--- config.mk ---
export PLATFORM = sky130hd
export DESIGN_NAME = ttp_div
export DESIGN_NICKNAME = d
export VERILOG_FILES = /design/src/hdl/ttp_div.sv
export SDC_FILE = /design/constraint.sdc
export NUM_CORES = 2
export LEC_CHECK = 0
export BUFFER_PORTS_ARGS = -buffer_cell sky130_fd_sc_hd__buf_2
export CORE_ASPECT_RATIO = 2
export CORE_UTILIZATION = 55
export CTS_CLUSTER_DIAMETER = 80
export CTS_CLUSTER_SIZE = 16
export DETAILED_ROUTE_END_ITERATION = 12
export HOLD_SLACK_MARGIN = 0.02
export PLACE_DENSITY_LB_ADDON = 0.2
export SLEW_MARGIN = 20
export SYNTH_ARGS = -nofsm -noshare
export SYNTH_HDL_FRONTEND = slang
export SYNTH_SLANG_ARGS = --single-unit
--- constraint.sdc ---
create_clock -name aclk -period 5 [get_ports aclk]
set_clock_uncertainty 0.05 [all_clocks]
set_input_delay 1 -clock aclk [delete_from_list [all_inputs] [get_ports aclk]]
set_output_delay 1 -clock aclk [all_outputs]
set_load 0.01 [all_outputs]
--- src/hdl/ttp_div.sv ---
// pipelined restoring divider, one quotient bit per cell, sideband carried along
// no dependencies; caller guarantees the quotient fits in Q_W bits
module ttp_div #(
    parameter int NUM_W = 48,
    parameter int DEN_W = 32,
    parameter int Q_W   = 17,
    parameter int SB_W  = 1
) (
    input  logic             aclk,
    input  logic             en,
    input  logic [NUM_W-1:0] num,
    input  logic [DEN_W-1:0] den,
    input  logic [SB_W-1:0]  sb_in,
    output logic [Q_W-1:0]   quo,
    output logic [SB_W-1:0]  sb_out
);

    logic [DEN_W-1:0] r_reg   [Q_W];
    logic [Q_W-1:0]   acc_reg [Q_W];
    logic [DEN_W-1:0] den_reg [Q_W];
    logic [SB_W-1:0]  sb_reg  [Q_W];

    for (genvar k = 0; k < Q_W; k++) begin : g_cell
        logic [DEN_W-1:0] r_in;
        logic [DEN_W-1:0] den_in;
        logic [Q_W-1:0]   acc_in;
        logic [SB_W-1:0]  sb_k;
        logic [DEN_W:0]   trial;
        logic             fits;
        logic [DEN_W-1:0] r_next;
        logic [Q_W-1:0]   acc_next;

        if (k == 0) begin : g_first
            // upper dividend bits are already below the divisor
            assign r_in   = DEN_W'(num >> Q_W);
            assign acc_in = num[Q_W-1:0];
            assign den_in = den;
            assign sb_k   = sb_in;
        end else begin : g_rest
            assign r_in   = r_reg[k-1];
            assign acc_in = acc_reg[k-1];
            assign den_in = den_reg[k-1];
            assign sb_k   = sb_reg[k-1];
        end

        assign trial    = {r_in, acc_in[Q_W-1]};
        assign fits     = trial >= {1'b0, den_in};
        assign r_next   = fits ? DEN_W'(trial - {1'b0, den_in}) : trial[DEN_W-1:0];
        // dividend bits leave at the top, quotient bits enter at the bottom
        assign acc_next = {acc_in[Q_W-2:0], fits};

        always_ff @(posedge aclk) begin
            if (en) begin
                r_reg[k]   <= r_next;
                acc_reg[k] <= acc_next;
                den_reg[k] <= den_in;
                sb_reg[k]  <= sb_k;
            end
        end
    end

    assign quo    = acc_reg[Q_W-1];
    assign sb_out = sb_reg[Q_W-1];

endmodule

* After elaboration in Yosys (flattened, before gate mapping) *
Memory sizes are Yosys's and may differ from the RTL's.
Index checks and enable logic that the tools add are counted.

cells by class
  add/subtract/negate cells = 17
  magnitude comparators = 17
  muxes and demuxes = 19

operators with widths
  operator          number
  $mux W32          17
  $sub A32 B32 Y32  17
  $ge A33 B32 Y1    16
  $ge A32 B32 Y1    1
  $mux W1           2

word-level totals
  register bits after elaboration = 0
  memory bits (writable) = 1,394
  input bits = 83
  memories kept = 4

memories
  memory   words  width  rd ports  clocked after Yosys merged registers in  write ports  line  text
  den_reg  17     32     16        0                                        17           20    logic [DEN_W-1:0] den_reg [Q_W];
  r_reg    17     32     16        0                                        17           18    logic [DEN_W-1:0] r_reg [Q_W];
  acc_reg  17     17     17        0                                        17           19    logic [Q_W-1:0] acc_reg [Q_W];
  sb_reg   17     1      17        0                                        17           21    logic [SB_W-1:0] sb_reg [Q_W];

* Longest topological paths before layout *
An unclocked memory read counts as a cell.

  depth in word-level cells = 3
  mapped depth = 16

* Worst setup path before layout *
OpenSTA, ideal clock, no wires.

  kind = input -> register
  start = input port num[16]
  end = memory r_reg[0][11], data pin
  library setup time = 0.270 ns
  data arrival time = 3.624 ns
  slack = 1.056 ns
  stages = 14
  path buffers = 2
  path through = inv_1 > ha_1 > fa_1 > nor2b_1 > o21ba_2 > o211ai_1 > a31oi_1 > o2111ai_1 > a31oi_1 > o211ai_1 > nand2_1 > clkbuf_1 > buf_1 > a21oi_1

RTL lines
  element      line  text
  from (decl)  11    input logic [NUM_W-1:0] num,
  to (decl)    18

==> flow_summary.toml <==
[status]
status = "finished clean"

[pwr]
pwr-share-clk_pct = 14.3
p_comb_share_pct = 49.7
intPower_uw = 30200
cellLeakagePower_uw = 0.0326
seq_power_share_pct = 36.0
switching_share_pct = 38.8
powerDensity_mw_per_mm2 = 624
power.switching_uw = 19200
ir_drop_mv = 0.362

[sta]
hold_ws_ns = 0.362
slew_viol_final = 0
setup_viol = 0
slew_headroom_pct = 31.8
worst_slew_pin_slew_ns = 1.01
hold_violations = 0
grt_setup_unrepaired = "no"
setup_tns_ns = 0
max_freq_mhz = 224
min_period_over_period_pct = 89.5
layout_min_cycle_time_ns = 4.47

[routing]
routedWlPerCell_um = 20.8
vias = 48700
drt_iter0_markers = 2033
viasPerCell = 5.81
drt_pre_antenna_iters = 5
routed_wl_um = 175000
drc_errors = 0
drtAntennaViolNets = 0

[synth]
yosys_register_bits = 1330
synth_flop_cell = "edfxtp_1"
synthArstFlopShare_pct = 0
synth_edf_count = 1330
postSynthAreaPerCell_um2 = 11.4
netlist.area_leader.share_pct = 54.4
yosysUniqueCellTypes = 97
synth.most_common_cell = "edfxtp_1"
syn_nets = 7095
synth_top_cell_by_area = "edfxtp_1"
synth.top_cells.by_count = "1330 x edfxtp_1, 706 x inv_1, 564 x a21oi_1"
ys_warn_count = 0
syn_area_mm2 = 0.0734
ys_top_cells_by_area = "edfxtp_1 54%, ha_1 9.3%, a21oi_1 3.8%"
synthCells = 6452
ys_seq_area_share_pct = 54.4

[clocking]
cts_resized = 0
cts_buffer_depth = 3
cts_root_buffer = "clkbuf_16"
cts_setup_buffers = 0
cts.sinks = 1330
cts_made_buffers = 93
clk_pin_slew_worst_paths_ns = 0.07
cts-htree-levels = 3
cts_tree = "done"
clock_latency_ns = 0.73
ctsHoldBuffers = 0

[placed_design]
place.detailed.hpwl_um = 139000
io_buffers = 100
gp_congestion = 0.987

[worst_setup_path]
worst_path_dominant_cell_family = "compound AO/OA/AOI/OAI gates"
cp_num_buf_inv = 4
cpMostUsedCell = "buf_4"
cp_data_arrival_time_ns = 4.89
cp-end-kind = "register"
critical_path.max_fanout = 63
slowest_stage = "a2111oi_0"
startpoint_type = "register"
path_class = "register to register"
path_cells = "inv_1 > ha_1 > a2111oi_0 > a211oi_1 > buf_4 > nor3_1 > o31ai_1 > buf_4 > a21oi_1 > o21ai_1 > a31oi_4 > buf_12 > mux2_2"
slowest_delay_ns = 0.74
worstPathRequired_ns = 5.42

[job]
cap_violations = 0

[layout]
fillers = 10800
drive_gt1_share_pct = 7.92
utilization_pct = 59.8
fin_nets = 7268
syn2layout_area_growth_pct = 7.95

[floorplan]
die_w_um = 260
rows = 189
initial_core_util_pct = 55.4
die_h_um = 518
io_pins = 101
dieArea_mm2 = 0.135
core_area_mm2 = 0.132

[global_route]
antenna_found_initial = 4
grt_pass1_wl_um = 264000
grt_pass1_vias = 51400
grt_start_max_net_pins = 116
overflow = 0
grt_usage_pct = 25.8

[hold_path]
min_path_type = "register to register"
-- final cells by class --
cell class | instances | area [µm²] | area share (%)
diodes | 28 | 70.1 | 0.0885
clock buffers | 94 | 2350 | 2.97
clock inverters | 7 | 110 | 0.139
inverters | 707 | 2650 | 3.35
multi-input cells | 4289 | 30300 | 38.3
flip-flops and latches | 1330 | 39900 | 50.4
well taps | 1719 | 2150 | 2.72
repair buffers | 204 | 1610 | 2.03
-- worst paths after layout --
path | cells past startpoint | to | slack, ns | startpoint
min | 0 | acc_reg[4][6]$_DFFE_PP_ | 0.36 | acc_reg[3][5]$_DFFE_PP_
max | 13 | r_reg[0][35]$_DFFE_PP_ | 0.53 | den_reg[0][5]$_DFFE_PP_
min reg2reg | 0 | acc_reg[4][6]$_DFFE_PP_ | 0.36 | acc_reg[3][5]$_DFFE_PP_
max reg2reg | 13 | r_reg[0][35]$_DFFE_PP_ | 0.53 | den_reg[0][5]$_DFFE_PP_
-- cells in the final DEF, fill, tap and decap left out, types with 23 or more instances in the layout --
| master | instances |
|---|---|
| edfxtp_1 | 1330 |
| inv_1 | 706 |
| a21oi_1 | 562 |
| ha_1 | 544 |
| nand2_1 | 450 |
| o21ai_0 | 420 |
| nor2_1 | 391 |
| xnor2_1 | 270 |
| a21o_1 | 257 |
| xor2_1 | 168 |
| mux2_2 | 138 |
| nand3_1 | 106 |
| buf_2 | 99 |
| clkbuf_16 | 94 |
| o21a_1 | 79 |
| buf_4 | 79 |
| nand4_1 | 78 |
| nor3_1 | 77 |
| nor2b_1 | 73 |
| nand2b_1 | 67 |
| o21bai_1 | 62 |
| a31oi_1 | 50 |
| and3_1 | 34 |
| o211ai_1 | 31 |
| o31ai_1 | 31 |
| diode_2 | 28 |
| or3_1 | 27 |
| buf_12 | 26 |
| mux2_4 | 25 |
| a21boi_0 | 23 |
-- cells by family (layout without fill, tap and decap cells) --
| group | count (synthesis) | count (layout) | share of synthesized area (%) |
|---|---|---|---|
| other | 0 | 28 | 0 |
| AND/OR/NAND/NOR | 1409 | 1409 | 8.97 |
| flip-flops | 1330 | 1330 | 54.4 |
| buffers and inverters | 833 | 1012 | 4.40 |
| AO/OA/AOI/OAI | 1701 | 1701 | 14.4 |
| multiplexers | 181 | 181 | 2.88 |
| XOR/XNOR | 438 | 438 | 5.23 |
| adder cells (fa/ha/maj) | 560 | 560 | 9.71 |
-- routing by layer --
metal / vias up / wire, µm / global-route usage (%)
li1: 23800 / - / -
met5: - / 0 / 0
met2: 938 / 108000 / 56.3
met1: 23400 / 44500 / 16.5
met4: 0 / 18300 / 24.1
met3: 570 / 3550 / 2.44
-- stage by stage --
stage	cells	worst slack, ns	instance area [µm²]	total power [µW]
5_1_grt	8377	0.267	79200	52400
3_5_place_dp	8249	0.529	76700	42400
3_3_place_gp	8249	0.370	76700	41800
4_1_cts	8350	0.592	79100	49500
2_1_floorplan	6452	1.06	73400	35300
6_report	8378	0.527	79200	49400
-- power by group through the flow --
stage	Clock (µW)	Combinational (µW)	Sequential [µW]
detailed placement	0	24400	18000
global route	7580	26800	18000
global placement	0	23900	17900
CTS	7260	24500	17700
floorplan	0	17900	17400
finish	7070	24600	17800
(Power assumes the default switching activity.)
